$ cat src/hw/rtl/pfse_pkg.sv
// Shared types, constants and key square lookup functions for the Playfair encryptor.
package pfse_pkg;

  localparam int KeyDim   = 5;
  localparam int CodeW    = 5;
  localparam int RowW     = KeyDim * CodeW;
  localparam int QDepth   = 4;
  localparam int QPtrW    = $clog2(QDepth);
  localparam int QCntW    = $clog2(QDepth + 1);
  localparam int CfgIdxW  = 3;

  localparam logic [CodeW-1:0] CodeI = 5'd8;
  localparam logic [CodeW-1:0] CodeJ = 5'd9;
  localparam logic [CodeW-1:0] CodeX = 5'd23;

  typedef logic [CodeW-1:0]          code_t;
  typedef logic [2:0]                coord_t;
  typedef logic [KeyDim-1:0][RowW-1:0] key_sq_t;

  localparam key_sq_t KeyReset = {25'd2149955, 25'd6848868, 25'd25942713,
                                  25'd17283508, 25'd10755244};

  // one queue entry: the pairs completed by one character
  typedef struct packed {
    code_t p0_a;
    code_t p0_b;
    code_t p1_a;
    code_t p1_b;
    logic  two_pairs;
    logic  eom;
  } rec_t;

  typedef struct packed {
    coord_t r;
    coord_t c;
  } pos_t;

  function automatic code_t sq_cell(input key_sq_t k, input coord_t r, input coord_t c);
    logic [RowW-1:0] row;
    code_t           res;
    row = '0;
    res = '0;
    case (r)
      3'd0:    row = k[0];
      3'd1:    row = k[1];
      3'd2:    row = k[2];
      3'd3:    row = k[3];
      3'd4:    row = k[4];
      default: row = k[0];
    endcase
    case (c)
      3'd0:    res = row[4:0];
      3'd1:    res = row[9:5];
      3'd2:    res = row[14:10];
      3'd3:    res = row[19:15];
      3'd4:    res = row[24:20];
      default: res = row[4:0];
    endcase
    return res;
  endfunction

  function automatic coord_t wrap_inc(input coord_t v);
    return (v == coord_t'(KeyDim - 1)) ? '0 : coord_t'(v + 3'd1);
  endfunction

  // first match in row-major order wins; no match gives row 0, column 0
  function automatic pos_t locate(input key_sq_t k, input code_t code);
    pos_t p;
    p = '0;
    for (int r = KeyDim - 1; r >= 0; r--) begin
      for (int c = KeyDim - 1; c >= 0; c--) begin
        if (k[r][c*CodeW +: CodeW] == code) begin
          p.r = coord_t'(r);
          p.c = coord_t'(c);
        end
      end
    end
    return p;
  endfunction

endpackage

$ cat src/hw/rtl/pfse_front.sv
// Front end: takes characters, prepares letters, inserts X fillers and forms pairs.
module pfse_front import pfse_pkg::*; (
  input  logic       clk,
  input  logic       rst,
  input  logic       in_valid,
  output logic       in_ready,
  input  logic [7:0] in_char,
  input  logic       end_of_text,
  input  logic       q_full,
  output logic       push,
  output rec_t       push_rec
);

  code_t held_letter, held_letter_next;
  logic  held_valid, held_valid_next;
  code_t previous_letter, previous_letter_next;
  logic  previous_valid, previous_valid_next;

  logic       is_letter;
  code_t      code;
  code_t      slot [4];
  logic [2:0] cnt;
  logic       accept;

  assign in_ready = !q_full;
  assign accept   = in_valid && in_ready;

  always_comb begin
    is_letter = 1'b0;
    code      = '0;
    if (in_char >= 8'h41 && in_char <= 8'h5a) begin
      is_letter = 1'b1;
      code      = code_t'(in_char - 8'h41);
    end else if (in_char >= 8'h61 && in_char <= 8'h7a) begin
      is_letter = 1'b1;
      code      = code_t'(in_char - 8'h61);
    end
    if (code == CodeJ) code = CodeI;
  end

  // prepared stream for this word, starting with the held letter
  always_comb begin
    for (int i = 0; i < 4; i++) slot[i] = '0;
    cnt = '0;
    if (held_valid) begin
      slot[0] = held_letter;
      cnt     = 3'd1;
    end
    if (is_letter) begin
      if (previous_valid && previous_letter == code) begin
        slot[cnt[1:0]] = CodeX;
        cnt            = cnt + 3'd1;
      end
      slot[cnt[1:0]] = code;
      cnt            = cnt + 3'd1;
    end
    if (end_of_text && cnt[0]) begin
      slot[cnt[1:0]] = CodeX;
      cnt            = cnt + 3'd1;
    end
  end

  always_comb begin
    held_letter_next     = end_of_text ? '0 : (cnt[0] ? slot[{cnt[1], 1'b0}] : held_letter);
    held_valid_next      = !end_of_text && cnt[0];
    previous_letter_next = end_of_text ? '0 : (is_letter ? code : previous_letter);
    previous_valid_next  = !end_of_text && (is_letter || previous_valid);
  end

  always_comb begin
    push_rec.p0_a      = slot[0];
    push_rec.p0_b      = slot[1];
    push_rec.p1_a      = slot[2];
    push_rec.p1_b      = slot[3];
    push_rec.two_pairs = cnt[2];
    push_rec.eom       = end_of_text;
    push               = accept && (cnt[2] || cnt[1]);
  end

  always_ff @(posedge clk) begin
    if (rst) begin
      held_letter     <= '0;
      held_valid      <= 1'b0;
      previous_letter <= '0;
      previous_valid  <= 1'b0;
    end else if (accept) begin
      held_letter     <= held_letter_next;
      held_valid      <= held_valid_next;
      previous_letter <= previous_letter_next;
      previous_valid  <= previous_valid_next;
    end
  end

endmodule

$ cat src/hw/rtl/pfse_queue.sv
// Small register queue of pair records between front and back end.
module pfse_queue import pfse_pkg::*; (
  input  logic clk,
  input  logic rst,
  input  logic push,
  input  rec_t push_rec,
  output logic full,
  input  logic pop,
  output rec_t pop_rec,
  output logic nonempty
);

  rec_t             mem [QDepth];
  logic [QPtrW-1:0] wr_ptr, rd_ptr;
  logic [QCntW-1:0] count;

  assign full     = (count == QCntW'(QDepth));
  assign nonempty = (count != '0);
  assign pop_rec  = mem[rd_ptr];

  always_ff @(posedge clk) begin
    if (push) mem[wr_ptr] <= push_rec;
  end

  always_ff @(posedge clk) begin
    if (rst) begin
      wr_ptr <= '0;
      rd_ptr <= '0;
      count  <= '0;
    end else begin
      if (push) wr_ptr <= QPtrW'(wr_ptr + 1'b1);
      if (pop)  rd_ptr <= QPtrW'(rd_ptr + 1'b1);
      if (push && !pop)      count <= QCntW'(count + 1'b1);
      else if (pop && !push) count <= QCntW'(count - 1'b1);
    end
  end

endmodule

$ cat src/hw/rtl/pfse_cipher.sv
// Playfair substitution of one letter pair against the key square.
module pfse_cipher import pfse_pkg::*; (
  input  key_sq_t key,
  input  code_t   a,
  input  code_t   b,
  output code_t   ca,
  output code_t   cb
);

  pos_t pa, pb;

  assign pa = locate(key, a);
  assign pb = locate(key, b);

  always_comb begin
    if (pa.r == pb.r) begin
      ca = sq_cell(key, pa.r, wrap_inc(pa.c));
      cb = sq_cell(key, pb.r, wrap_inc(pb.c));
    end else if (pa.c == pb.c) begin
      ca = sq_cell(key, wrap_inc(pa.r), pa.c);
      cb = sq_cell(key, wrap_inc(pb.r), pb.c);
    end else begin
      ca = sq_cell(key, pa.r, pb.c);
      cb = sq_cell(key, pb.r, pa.c);
    end
  end

endmodule

$ cat src/hw/rtl/pfse_back.sv
// Back end: walks a record letter by letter, encrypts and drives the output register.
module pfse_back import pfse_pkg::*; (
  input  logic    clk,
  input  logic    rst,
  input  key_sq_t key,
  input  logic    q_nonempty,
  input  rec_t    q_rec,
  output logic    pop,
  output logic    out_valid,
  input  logic    out_ready,
  output code_t   cipher_letter,
  output logic    last_of_run,
  output logic    end_of_message
);

  rec_t       cur;
  logic       cur_valid;
  logic [1:0] idx;
  logic       can_load, cur_last;
  code_t      sel_a, sel_b, ca, cb;

  assign can_load = !out_valid || out_ready;
  assign cur_last = (idx == {cur.two_pairs, 1'b1});
  assign pop      = q_nonempty && (!cur_valid || (can_load && cur_last));
  assign sel_a    = idx[1] ? cur.p1_a : cur.p0_a;
  assign sel_b    = idx[1] ? cur.p1_b : cur.p0_b;

  pfse_cipher u_cipher (
    .key (key),
    .a   (sel_a),
    .b   (sel_b),
    .ca  (ca),
    .cb  (cb)
  );

  always_ff @(posedge clk) begin
    if (rst) begin
      cur_valid <= 1'b0;
      idx       <= '0;
      out_valid <= 1'b0;
    end else begin
      if (can_load) out_valid <= cur_valid;
      if (pop) begin
        cur_valid <= 1'b1;
        idx       <= '0;
      end else if (cur_valid && can_load) begin
        if (cur_last) cur_valid <= 1'b0;
        idx <= idx + 2'd1;
      end
    end
  end

  always_ff @(posedge clk) begin
    if (pop) cur <= q_rec;
    if (can_load && cur_valid) begin
      cipher_letter  <= idx[0] ? cb : ca;
      last_of_run    <= cur_last;
      end_of_message <= cur_last && cur.eom;
    end
  end

endmodule

$ cat src/hw/rtl/playfair_stream_encryptor_top.sv
// Top level of the Playfair stream encryptor: key registers, front, queue and back end.
//
//   channel | handshake              | payload
//   input   | in_valid / in_ready    | in_char[7:0], end_of_text
//   output  | out_valid / out_ready  | cipher_letter[4:0], last_of_run, end_of_message
//   config  | cfg_wr_en              | cfg_index[2:0], cfg_data[24:0]
//
// Input takes one word per cycle while the 4-entry pair queue has room.
// Output gives one letter per cycle while out_ready is high; a character may release
// up to four letters, so the back end and its output register set the sustained rate.
// A completed pair goes to the queue, the current record, then the output register.
// Synchronous reset loads the default key square and empties all state; no clearing pass.
// A stalled output holds its word; the queue lets input run ahead until it fills.
module playfair_stream_encryptor_top import pfse_pkg::*; (
  input  logic               clk,
  input  logic               rst,
  input  logic               in_valid,
  output logic               in_ready,
  input  logic [7:0]         in_char,
  input  logic               end_of_text,
  output logic               out_valid,
  input  logic               out_ready,
  output logic [CodeW-1:0]   cipher_letter,
  output logic               last_of_run,
  output logic               end_of_message,
  input  logic               cfg_wr_en,
  input  logic [CfgIdxW-1:0] cfg_index,
  input  logic [RowW-1:0]    cfg_data
);

  key_sq_t key;
  logic    push, q_full, pop, q_nonempty;
  rec_t    push_rec, pop_rec;

  always_ff @(posedge clk) begin
    if (rst) begin
      key <= KeyReset;
    end else if (cfg_wr_en && cfg_index < CfgIdxW'(KeyDim)) begin
      key[cfg_index] <= cfg_data;
    end
  end

  pfse_front u_front (
    .clk         (clk),
    .rst         (rst),
    .in_valid    (in_valid),
    .in_ready    (in_ready),
    .in_char     (in_char),
    .end_of_text (end_of_text),
    .q_full      (q_full),
    .push        (push),
    .push_rec    (push_rec)
  );

  pfse_queue u_queue (
    .clk      (clk),
    .rst      (rst),
    .push     (push),
    .push_rec (push_rec),
    .full     (q_full),
    .pop      (pop),
    .pop_rec  (pop_rec),
    .nonempty (q_nonempty)
  );

  pfse_back u_back (
    .clk            (clk),
    .rst            (rst),
    .key            (key),
    .q_nonempty     (q_nonempty),
    .q_rec          (pop_rec),
    .pop            (pop),
    .out_valid      (out_valid),
    .out_ready      (out_ready),
    .cipher_letter  (cipher_letter),
    .last_of_run    (last_of_run),
    .end_of_message (end_of_message)
  );

endmodule

$ cat config.mk
export PLATFORM = sky130hd
export DESIGN_NAME = playfair_stream_encryptor_top
export DESIGN_NICKNAME = d
export VERILOG_FILES = /design/src/hw/rtl/pfse_pkg.sv /design/src/hw/rtl/pfse_front.sv /design/src/hw/rtl/pfse_queue.sv /design/src/hw/rtl/pfse_cipher.sv /design/src/hw/rtl/pfse_back.sv /design/src/hw/rtl/playfair_stream_encryptor_top.sv
export SDC_FILE = /design/constraint.sdc
export NUM_CORES = 1
export LEC_CHECK = 0
export ABC_AREA = 1
export BUFFER_PORTS_ARGS = -buffer_cell sky130_fd_sc_hd__buf_2
export CAP_MARGIN = 20
export CORE_MARGIN = 3
export CORE_UTILIZATION = 35
export CTS_CLUSTER_SIZE = 12
export DETAILED_ROUTE_END_ITERATION = 8
export SLEW_MARGIN = 25
export SYNTH_ARGS = -nofsm -noshare
export SYNTH_HDL_FRONTEND = slang
export SYNTH_HIERARCHICAL = 1
export SYNTH_SLANG_ARGS = --single-unit
export TNS_END_PERCENT = 100
$ cat constraint.sdc
create_clock -name clk -period 10.35 [get_ports clk]
set_clock_uncertainty 0.1 [all_clocks]
set_input_delay 1.035 -clock clk [delete_from_list [all_inputs] [get_ports clk]]
set_output_delay 1.035 -clock clk [all_outputs]
set_load 0.05 [all_outputs]
### After elaboration in Yosys (flattened, before gate mapping)

Memory sizes are Yosys's and may differ from the RTL's. A register that Yosys moved wholly into a read port is not among the register bits.
Cells that the tools add are included.

| storage, ports and cells | value |
|---|---|
| bits in latches | 0 |
| flip-flop bits (word level) | 155 |
| memory bits (writable) | 88 |
| output and inout bits | 9 |
| input bits | 42 |
| memories kept | 1 |
| bits in read-only memories | 0 |

Memory list:

| memory | words | width | read ports | clocked after Yosys merged registers in | wr ports | line | source |
|---|---|---|---|---|---|---|---|
| u_queue.mem | 4 | 22 | 1 | 1 | 1 | pfse_queue.sv:13 | `rec_t mem [QDepth];` |

| operators by class | value |
|---|---|
| multiplexer cells | 110 |
| add/sub/neg operators | 14 |
| divide/modulo/power cells | 0 |
| multipliers | 0 |
| order comparisons | 14 |
| reduce and logical (&&, ||, !) cells | 39 |
| eq/ne operators | 88 |
| bitwise logic cells | 10 |
| shifts and indexed selects | 0 |

Operator list:

| cell | count |
|---|---|
| 25-bit one-hot mux with 4 select lines | 4 |
| 6-bit two-way mux | 50 |
| 5-bit equality test | 51 |
| 125-bit bitwise mux | 1 |
| 5-bit one-hot mux with 4 select lines | 6 |
| 5-bit two-way mux | 20 |
| 20-bit two-way mux | 4 |
| 25-bit demux with 3-bit select | 1 |
| 3-bit by 2-bit equality test with 1-bit output, second input constant | 16 |
| 16-bit OR | 2 |
| 5-bit demux with 2-bit select | 3 |
| 3-bit two-way mux | 10 |
| 3-bit equality test, second input constant | 9 |
| 25-bit two-way mux | 1 |
| 3-bit by 1-bit equality test with 1-bit output, second input constant | 8 |
| 3-bit by 1-bit adder with 3-bit output, second input constant | 7 |
| 20-bit bitwise mux | 1 |
| 1-bit logical AND | 19 |
| 8-bit by 7-bit greater-or-equal comparator with 1-bit output, second input constant | 2 |
| 8-bit by 7-bit less-or-equal comparator with 1-bit output, second input constant | 2 |
| 3-bit greater-or-equal comparator, second input constant | 4 |
| 5-bit binary-select mux with 2-bit select | 1 |
| 2-bit nonzero test | 5 |
| 5-bit by 1-bit subtractor with 5-bit output, second input constant | 2 |
| other kinds (20) | 46 |

### Depth between registers and ports, before layout

Gate-level depths: netlist of run 1.

| logic depth | value |
|---|---|
| depth after elaboration | 35 |
| gate-level depth with buffers | 42 |

### Modules after synthesis

Netlist of run 1, hierarchy kept.

By module, submodules not included:

| module | area each (um^2) | times used | cells each | seq. area each (um^2) |
|---|---|---|---|---|
| pfse_cipher | 10313.6 | 1 | 2053 | 0.0 |
| playfair_stream_encryptor_top | 4760.8 | 1 | 659 | 2502.4 |
| pfse_queue | 3742.3 | 1 | 272 | 2822.7 |
| pfse_front | 1392.6 | 1 | 238 | 240.2 |
| pfse_back | 1260.0 | 1 | 95 | 950.9 |

### Least setup slack after synthesis of run 1

OpenSTA, ideal clock, no wires.

| path | value |
|---|---|
| path kind | register to register |
| start | register u_back.idx[1] |
| end | register u_back.cipher_letter[1] (data pin) |
| clock period less this slack | 4.613 ns |
| path buffers | 4 |
| setup slack | 5.737 ns |
| library setup time | 0.260 ns |
| arrival time | 4.253 ns |
| stages on the path, launching flop included | 34 |
| path through | dfxtp_1 inv_2 buf_2 nand2_1 nand2_1 buf_4 buf_6 xor2_1 nor3_1 nand3_1 nand3_2 inv_1 nand2_1 nand2_1 nand2_2 inv_1 ha_1 ha_1 clkinv_1 or2_2 a21oi_2 nand2_2 nand4_4 buf_6 nand2_1 nand2_1 nand2_1 nor2_1 nor2_1 nor2_1 nand3_1 nand3_1 nand2_1 mux2_2 |

| on the way | value |
|---|---|
| word-level cells in the longest chain between the ends | 35 |

RTL lines:

| item | line | source |
|---|---|---|
| start, declared | pfse_back.sv:18 | `logic [1:0] idx;` |
| start signal, assigned | pfse_back.sv:48 | `idx <= idx + 2'd1;` |
| 5-bit two-way mux * | pfse_back.sv:25 | `assign sel_a = idx[1] ? cur.p1_a : cur.p0_a;` |
| via u_back.sel_a[3] | pfse_back.sv:20 | `code_t sel_a, sel_b, ca, cb;` |
| 5-bit equality test | pfse_pkg.sv:72 | `if (k[r][c*CodeW +: CodeW] == code) begin` |
| 6-bit two-way mux (24 in series) | pfse_pkg.sv:72 |  |
| 6-bit two-way mux * | pfse_pkg.sv:72 |  |
| 3-bit by 1-bit adder with 3-bit output or 3-bit equality test (tied branches) | pfse_pkg.sv:63, pfse_pkg.sv:43 |  |
| 3-bit two-way mux | pfse_pkg.sv:63 | `return (v == coord_t'(KeyDim - 1)) ? '0 : coord_t'(v + 3'd1);` |
| 3-bit equality test (tied with other cells) | pfse_pkg.sv:43 | `case (r)` |
| 25-bit one-hot mux with 4 select lines | pfse_pkg.sv:43 |  |
| 5-bit one-hot mux with 4 select lines | pfse_pkg.sv:51 | `case (c)` |
| 5-bit two-way mux | pfse_cipher.sv:19 | `end else if (pa.c == pb.c) begin` |
| 5-bit two-way mux * | pfse_cipher.sv:16 | `if (pa.r == pb.r) begin` |
| via u_back.ca[1] | pfse_back.sv:20 |  |
| 5-bit two-way mux * | pfse_back.sv:56 | `cipher_letter <= idx[0] ? cb : ca;` |
| end signal, assigned | pfse_back.sv:56 |  |
| end, declared | pfse_back.sv:11 | `output code_t cipher_letter,` |

The timed path passes the listed nets; every way through them passes the cells marked *.
A chain may end at the register's enable or synchronous reset.

### Worst setup path after layout of run 1

| path | value |
|---|---|
| start | register u_back.idx[1] |
| end | register u_back.cipher_letter[4] (data pin) |

The elaborated chain is that of the path after synthesis.

==> impl_results.rst, run 1 <==
.. list-table::
   :header-rows: 1

   * - Metric
     - Value
   * - Result of the run
     - finished with violations
   * - Failing checks
     - DRC
   * - Met3 Wirelength
     - approximately 8600 microns
   * - Via count of the routed design
     - around 23000
   * - Via density per instance
     - about 5.6
   * - Post-synthesis cell count
     - 3317
   * - EDFF count, synth
     - 117
   * - Hold Worst Slack
     - roughly 0.34 ns
   * - Critical path class
     - flip-flop to flip-flop
   * - Die height
     - 253.7 microns
   * - Number of standard-cell rows in the floorplan
     - 90
   * - Number of library cell types mapped by synthesis
     - 58
   * - Initial cell density of the core
     - 0.3550
   * - Die Wd
     - 253.7 microns
   * - Post-layout minimum cycle time
     - between 7 and 8 ns
   * - CP Data Arrival Time
     - between 8 and 9 ns
   * - Post-Route WL
     - around 92000 microns
   * - Synthesized netlist net count
     - around 3400
   * - Highest routed layer
     - met4
   * - Period utilization
     - 0.7557
   * - TritonCTS clock tree
     - built
   * - Design area
     - approximately 23000 sq um
   * - Drc violations
     - 2
   * - Number of cell instances on the worst register-to-register path
     - 28
   * - CP required
     - 10.59 ns
   * - Initial antenna violation count
     - 1
   * - Stages on the worst setup path
     - 28
   * - Total CTS buffers
     - 31
   * - Instance area at placement
     - 21760 sq um
   * - Maximum number of pins on one net before global-route repair
     - around 70
   * - Weighted congestion reported at the end of routability-driven placement
     - about 1.0
   * - Hold buffer count at cts
     - 0
   * - Area growth syn-to-layout
     - 6.073%
   * - Wire length per cell after detailed routing
     - roughly 23 microns
   * - Number of buffers added on ports
     - 50
   * - Synthesized area per cell
     - 6.473 sq um
   * - Die Area
     - approximately 64000 sq um
   * - Setup repair after global routing missed its margin
     - no
   * - Post-detail-place hpwl
     - ~68000 microns
   * - Final-stage net count
     - 3319
   * - Core ar.
     - a little over 60000 sq um
   * - Depth of the CTS H-tree
     - 1
   * - First-pass GRT wire length
     - about 140000 microns
   * - Setup fix buffers added after clock tree synthesis
     - 0
   * - Highest clock rate
     - around 0.13 GHz
   * - Async set-reset flop share out of synthesis
     - 0
   * - Worst hold-check path type
     - flip-flop to flip-flop
   * - Worst Setup EP
     - u_back/cipher_letter[4]
   * - Clock Latency Late Sink
     - around 0.62 ns
   * - Antenna viol nets, final
     - 0
   * - Worst max-slew margin expressed relative to the limit
     - 0.2771
   * - Share of synthesized area occupied by flip-flops and latches
     - 0.3035
   * - Number of violations of the max-capacitance limit
     - 0
   * - Slew at the pin closest to its max-slew limit
     - roughly 1.1 ns
   * - Critical register-to-register path startpoint
     - u_back/idx[1]
   * - Max-slew violation count
     - 0
   * - Element type at the critical path start
     - flip-flop
   * - Layout cell share with drive strength beyond 1
     - 0.07445
   * - Area occupied by multi-input gates
     - around 13000 sq um
   * - Global-route total usage across every layer
     - 0.2796
   * - Diodes inserted
     - 0
   * - Number of global-route vias before repair
     - roughly 20000
   * - Clock transition at the registers of the reported paths
     - roughly 0.060 ns
   * - CTS Sinks
     - roughly 270
   * - Setup-failing EPs final
     - 0
   * - Final hold viol count
     - 0
   * - Storage cell area
     - 6516 sq um
   * - Largest delay contributor family on the critical path
     - simple AND/OR/NAND/NOR gates
   * - Routed wl met2
     - about 40000 microns
   * - TritonRoute pass-1 iters
     - 9
   * - Startpoint of the most critical setup path
     - u_back/idx[1]
   * - Largest stage delay on the critical path
     - roughly 0.69 ns
   * - Synthesized area
     - 21470 sq um
   * - Category of the worst setup path capture point
     - flip-flop
   * - Number of synthesis warnings
     - 6
   * - Number of DRC markers in iteration 0
     - roughly 2800
   * - Number of filler instances in the final layout
     - 6612
   * - Number of gates resized after cts
     - 0
   * - Worst-path cell with the longest stage delay
     - a21oi_2
   * - Clk Tree Root Cell
     - clkbuf_16
   * - Number of flip-flops and latches in the synthesized netlist
     - between 200 and 300
   * - Sum of buffers and inverters on the critical path
     - 3
   * - I/O Pins
     - 51
   * - Met1 wire length
     - approximately 36000 microns
   * - Final global-route overflow total
     - 0
   * - Aggregate negative setup slack
     - 0 ns
   * - Maximum clock path buffer count
     - 3
   * - Slack of the worst reg-to-reg path
     - between 2 and 3 ns
   * - Capture instance of the worst register-to-register path
     - u_back/cipher_letter[4]
   * - Largest fanout on the critical path
     - 26
   * - Most used flip-flop cell after synthesis
     - dfxtp_1
## worst min-delay path by stage
stage	cells after the start	startpoint	endpoint	slack, ns
final	1	u_queue/rd_ptr[1]	flip-flop	0.34
after global routing	1	u_queue/rd_ptr[1]	flip-flop	0.38
after CTS	1	u_queue/rd_ptr[1]	flip-flop	0.34
after detailed placement	1	u_queue/rd_ptr[1]	flip-flop	0.33
after global placement	1	u_queue/rd_ptr[1]	u_queue/rd_ptr[1]	0.33
after floorplan	1	u_queue/rd_ptr[1]	flip-flop	0.31
## area by class of cell
type,count,share of cell area
Clock buffer,41,0.03703
Timing Repair Buffer,70,0.01846
Sequential cell,267,0.2861
Multi-Input combinational cell,2554,0.5563
Inverter,317,0.05291
Tap cell,782,0.04296
Clock inverter,15,0.006153
## registers in the layout, summed over array words and instances, names as in the netlist, 2 cells and up, named ones only
register                 cells
key                        125
u_queue/mem                 88
u_back/cur                  22
u_back/cipher_letter         5
u_front/held_letter          5
u_front/previous_letter      5
u_queue/count                3
u_back/idx                   2
u_queue/rd_ptr               2
u_queue/wr_ptr               2
## kinds of logic (layout without fill, tap and decap cells)
group / after synthesis / count (layout) / synth area share
DFF: 267 / 267 / 0.3035
buffers and inverters: 496 / 443 / 0.1073
xor gates and xnor gates: 184 / 184 / 0.07506
and+or+nand+nor: 1993 / 1993 / 0.3994
muxes: 5 / 5 / 0.002622
adders and majority gates: 36 / 36 / 0.02133
AOI/OAI and AO/OA: 336 / 336 / 0.09074
## through the flow
step	util	cells	worst slack [ns]
6_report	0.3766	4046	2.528
5_1_grt	0.3766	4046	2.451
4_1_cts	0.3761	4045	2.909
3_5_place_dp	0.3598	3989	2.922
3_3_place_gp	0.3598	3989	2.878
2_1_floorplan	-	3317	5.737
## cell usage after synthesis, types with 11 or more instances
| cell type | count | area, sq um |
|---|---|---|
| clkbuf_1 | 38 | 142.6 |
| a21oi_1 | 84 | 420.4 |
| inv_2 | 28 | 105.1 |
| edfxtp_1 | 117 | 3513 |
| nand3_1 | 395 | 1977 |
| nor2_4 | 11 | 123.9 |
| nand2_1 | 960 | 3603 |
| nand2_2 | 25 | 156.4 |
| dfxtp_1 | 150 | 3003 |
| o22ai_1 | 85 | 531.8 |
| nand4_1 | 66 | 412.9 |
| buf_6 | 27 | 304.0 |
| nor3_1 | 19 | 95.09 |
| o21ai_1 | 32 | 160.2 |
| buf_1 | 11 | 41.29 |
| buf_4 | 31 | 232.7 |
| xor2_1 | 47 | 411.6 |
| nor2_1 | 467 | 1753 |
| ha_1 | 35 | 437.9 |
| inv_1 | 282 | 1059 |
| o21ai_0 | 86 | 430.4 |
| buf_2 | 69 | 345.3 |
| nor2_2 | 17 | 106.4 |
| xnor2_1 | 137 | 1200 |
## cell usage in the layout, fill, tap and decap left out, types with 10 or more instances in the layout
cell type  instances
nand3_1          395
nor2_2            17
o21ai_0           86
inv_2             27
a21oi_1           84
clkbuf_16         31
nor2_4            13
nor2_1           465
clkinv_1          10
o211ai_1          10
nand2_1          958
edfxtp_1         117
nor3_1            19
nand3_2           10
buf_2             50
o21ai_1           32
inv_1            280
xor2_1            47
nand4_1           66
o22ai_1           85
ha_1              35
nand2_2           27
dfxtp_1          150
xnor2_1          137
buf_4             19
## routing by layer
layer / vias up / GRT usage
li1: 10567 / -
met2: 1240 / 0.4400
met5: - / 0
met1: 10429 / 0.3568
met3: 336 / 0.04851
met4: 0 / 0.1748
Power of run 1 is left out: the tool's default activity adds up to more than one toggle a clock period on the data nets, which glitch-free logic cannot reach.
==> run 2, diff against run 1 <==
clock period = 7.39 ns   (was 10.35 ns; I/O delays follow)
==> run 2 against run 1 <==
Against the previous run: the run now ends clean; cell area increased by 1.8%; worst hold slack got worse by 0.10 ns; first-iteration DRC count increased by 21%; fmax increased by 15%; global-route usage increased by 1.7 points; critical path depth increased by 4; non-clock buffer count increased by 50; cell count increased by 1.2%; register-to-register slack got worse by 1.9 ns; count of clock-buffer cells in the layout increased by 1; flip-flop and latch count unchanged; largest cell class unchanged.
==> impl_results.rst, run 2 (synthesized netlist as in run 1, its figures left out) <==
.. list-table::
   :header-rows: 1

   * - Metric
     - Value
   * - Setup fix buffers added after clock tree synthesis
     - 0 (unchanged)
   * - Total CTS buffers
     - 31 (unchanged)
   * - Setup repair after global routing missed its margin
     - no
   * - Maximum number of pins on one net before global-route repair
     - 52 (-24%)
   * - Depth of the CTS H-tree
     - 1 (unchanged)
   * - Drc violations
     - 0 (-2)
   * - Setup-failing EPs final
     - 0 (unchanged)
   * - CP Data Arrival Time
     - 7.05 ns (-1.01 ns)
   * - Clk Tree Root Cell
     - clkbuf_16
   * - Largest registers
     - key x125, u_queue/mem x88, u_back/cur x22
   * - I/O Pins
     - 51 (unchanged)
   * - CTS Sinks
     - 267 (unchanged)
   * - Number of standard-cell rows in the floorplan
     - 90 (unchanged)
   * - Wire length per cell after detailed routing
     - 23.94 microns (+4.8%)
   * - Number of buffers added on ports
     - 50 (unchanged)
   * - Design area
     - 23190 sq um (+1.8%)
   * - Core ar.
     - 60470 sq um (unchanged)
   * - Period utilization
     - 0.9194 (+0.1636)
   * - Slew at the pin closest to its max-slew limit
     - 1.066 ns (-0.01622 ns)
   * - Critical path class
     - flip-flop to flip-flop
   * - Worst hold-check path type
     - primary input to flip-flop
   * - Initial antenna violation count
     - 1 (unchanged)
   * - Number of gates resized after cts
     - 0 (unchanged)
   * - Die height
     - 253.7 microns (unchanged)
   * - Number of violations of the max-capacitance limit
     - 0 (unchanged)
   * - Element type at the critical path start
     - flip-flop
   * - Post-Route WL
     - 98040 microns (+6.1%)
   * - Largest stage delay on the critical path
     - 0.49 ns (-0.20 ns)
   * - Clock transition at the registers of the reported paths
     - 0.06 ns (about the same)
   * - Final hold viol count
     - 0 (unchanged)
   * - Category of the worst setup path capture point
     - flip-flop
   * - Most common cell after layout, fill and taps aside
     - nand2_1
   * - Setup WS pre-CTS
     - 0.8282 ns (-2.094 ns)
   * - First-pass GRT wire length
     - 141200 microns (+4.5%)
   * - TritonCTS clock tree
     - built
   * - Area growth syn-to-layout
     - 8.019%
   * - Post-layout minimum cycle time
     - 6.794 ns (-1.028 ns)
   * - Number of global-route vias before repair
     - 20757 (+1.6%)
   * - Number of DRC markers in iteration 0
     - 3320 (+21%)
   * - Die Wd
     - 253.7 microns (unchanged)
   * - Largest register by flop count
     - key
   * - Layout cell share with drive strength beyond 1
     - 0.08935 (+0.01490)
   * - Final global-route overflow total
     - 0 (unchanged)
   * - Global-route total usage across every layer
     - 0.2962 (+0.01661)
   * - TritonRoute pass-1 iters
     - 6 (-3)
   * - Initial cell density of the core
     - 0.3550 (unchanged)
   * - Sum of buffers and inverters on the critical path
     - 7 (+4)
   * - Flip-flop count of the largest register, all copies and words added
     - 125 (unchanged)
   * - Dominant cell type by count on the critical path
     - nand2_1
   * - Instance area at placement
     - 22150 sq um (+1.8%)
   * - Largest delay contributor family on the critical path
     - simple AND/OR/NAND/NOR gates
   * - Worst max-slew margin expressed relative to the limit
     - 0.2894 (+0.01235)
   * - CP required
     - 7.65 ns (-2.94 ns)
   * - Via density per instance
     - 5.603 (+0.44%)
   * - Slack of the worst reg-to-reg path
     - 0.60 ns (-1.93 ns)
   * - Worst-path cell with the longest stage delay
     - nor2_4
   * - Post-detail-place hpwl
     - 73420 microns (+8.7%)
   * - Maximum clock path buffer count
     - 3 (unchanged)
   * - Antenna viol nets, final
     - 0 (unchanged)
   * - Area occupied by multi-input gates
     - 12660 sq um (about the same)
   * - Hold buffer count at cts
     - 0 (unchanged)
   * - Largest fanout on the critical path
     - 21 (-19%)
   * - Aggregate negative setup slack
     - 0 ns (unchanged)
   * - Via count of the routed design
     - 22946 (+1.7%)
   * - Top library cells by usage in the layout, fill and taps aside
     - nand2_1, nor2_1, nand3_1, inv_1, dfxtp_1
   * - Post-layout worst setup margin
     - 0.5959 ns (-1.932 ns)
   * - Diodes inserted
     - 0 (unchanged)
   * - Die Area
     - 64350 sq um (unchanged)
   * - Max-slew violation count
     - 0 (unchanged)
   * - Weighted congestion reported at the end of routability-driven placement
     - 1.083 (+3.2%)
   * - Final-stage net count
     - 3369 (+1.5%)
   * - Highest clock rate
     - 0.1472 GHz (+15%)
   * - Number of filler instances in the final layout
     - 6469 (-2.2%)
   * - Result of the run
     - finished, final reports clean
   * - Clock Latency Late Sink
     - 0.62 ns (about the same)
   * - Storage cell area
     - 6516 sq um (unchanged)
run 2: cell types whose count changed in the layout (fill, tap and decap cells not counted), moves of 2 or more:
cell,delta
clkbuf_8,+2
clkinv_1,-3
buf_4,+50
clkinv_2,-3
run 2: final timing paths:
path | from | end | cells after the start
max | u_back/idx[1] | u_back/cipher_letter[0] | 32
min | cfg_data[13] | key[38] | 3
max reg2reg | u_back/idx[1] | u_back/cipher_letter[0] | 32
min reg2reg | u_queue/rd_ptr[1] | u_queue/rd_ptr[1] | 1
run 2: metrics by stage:
step                  util  cells  hold slack, ns
finish              0.3835   4095          0.2377
global placement    0.3663   4040          0.3276
detailed placement  0.3663   4040          0.3569
global route        0.3835   4095          0.2592
floorplan                -   3317          0.3115
CTS                 0.3835   4095          0.2242
run 2: layout make-up:
cell class              count  share of cell area
multi-input cells        2554              0.5461
flip-flops and latches    267              0.2810
inverters                 317             0.05196
well taps                 782             0.04219
clock buffers              42             0.03739
repair buffers            120             0.03399
clock inverters            13            0.007391
run 2: layer usage:
layer / global-route usage / up-vias / wire (microns) / part of all wire
li1: - / 10657 / - / -
met1: 0.3807 / 10608 / 38060 / 0.39
met2: 0.4604 / 1358 / 42450 / 0.43
met3: 0.05097 / 323 / 9795 / 0.10
met4: 0.1909 / 0 / 7730 / 0.079
met5: 0 / - / 0 / 0
run 2: worst register-to-register path, delay by kind of cell (launching register included):
family	cells	cell delay, ns
adders and majority gates	2	0.51
AOI/OAI and AO/OA	1	0.20
and+or+nand+nor	21	3.74
DFF	1	0.44
buffers and inverters	7	1.28
muxes	1	0.25
Power of run 2 is left out for the same reason.
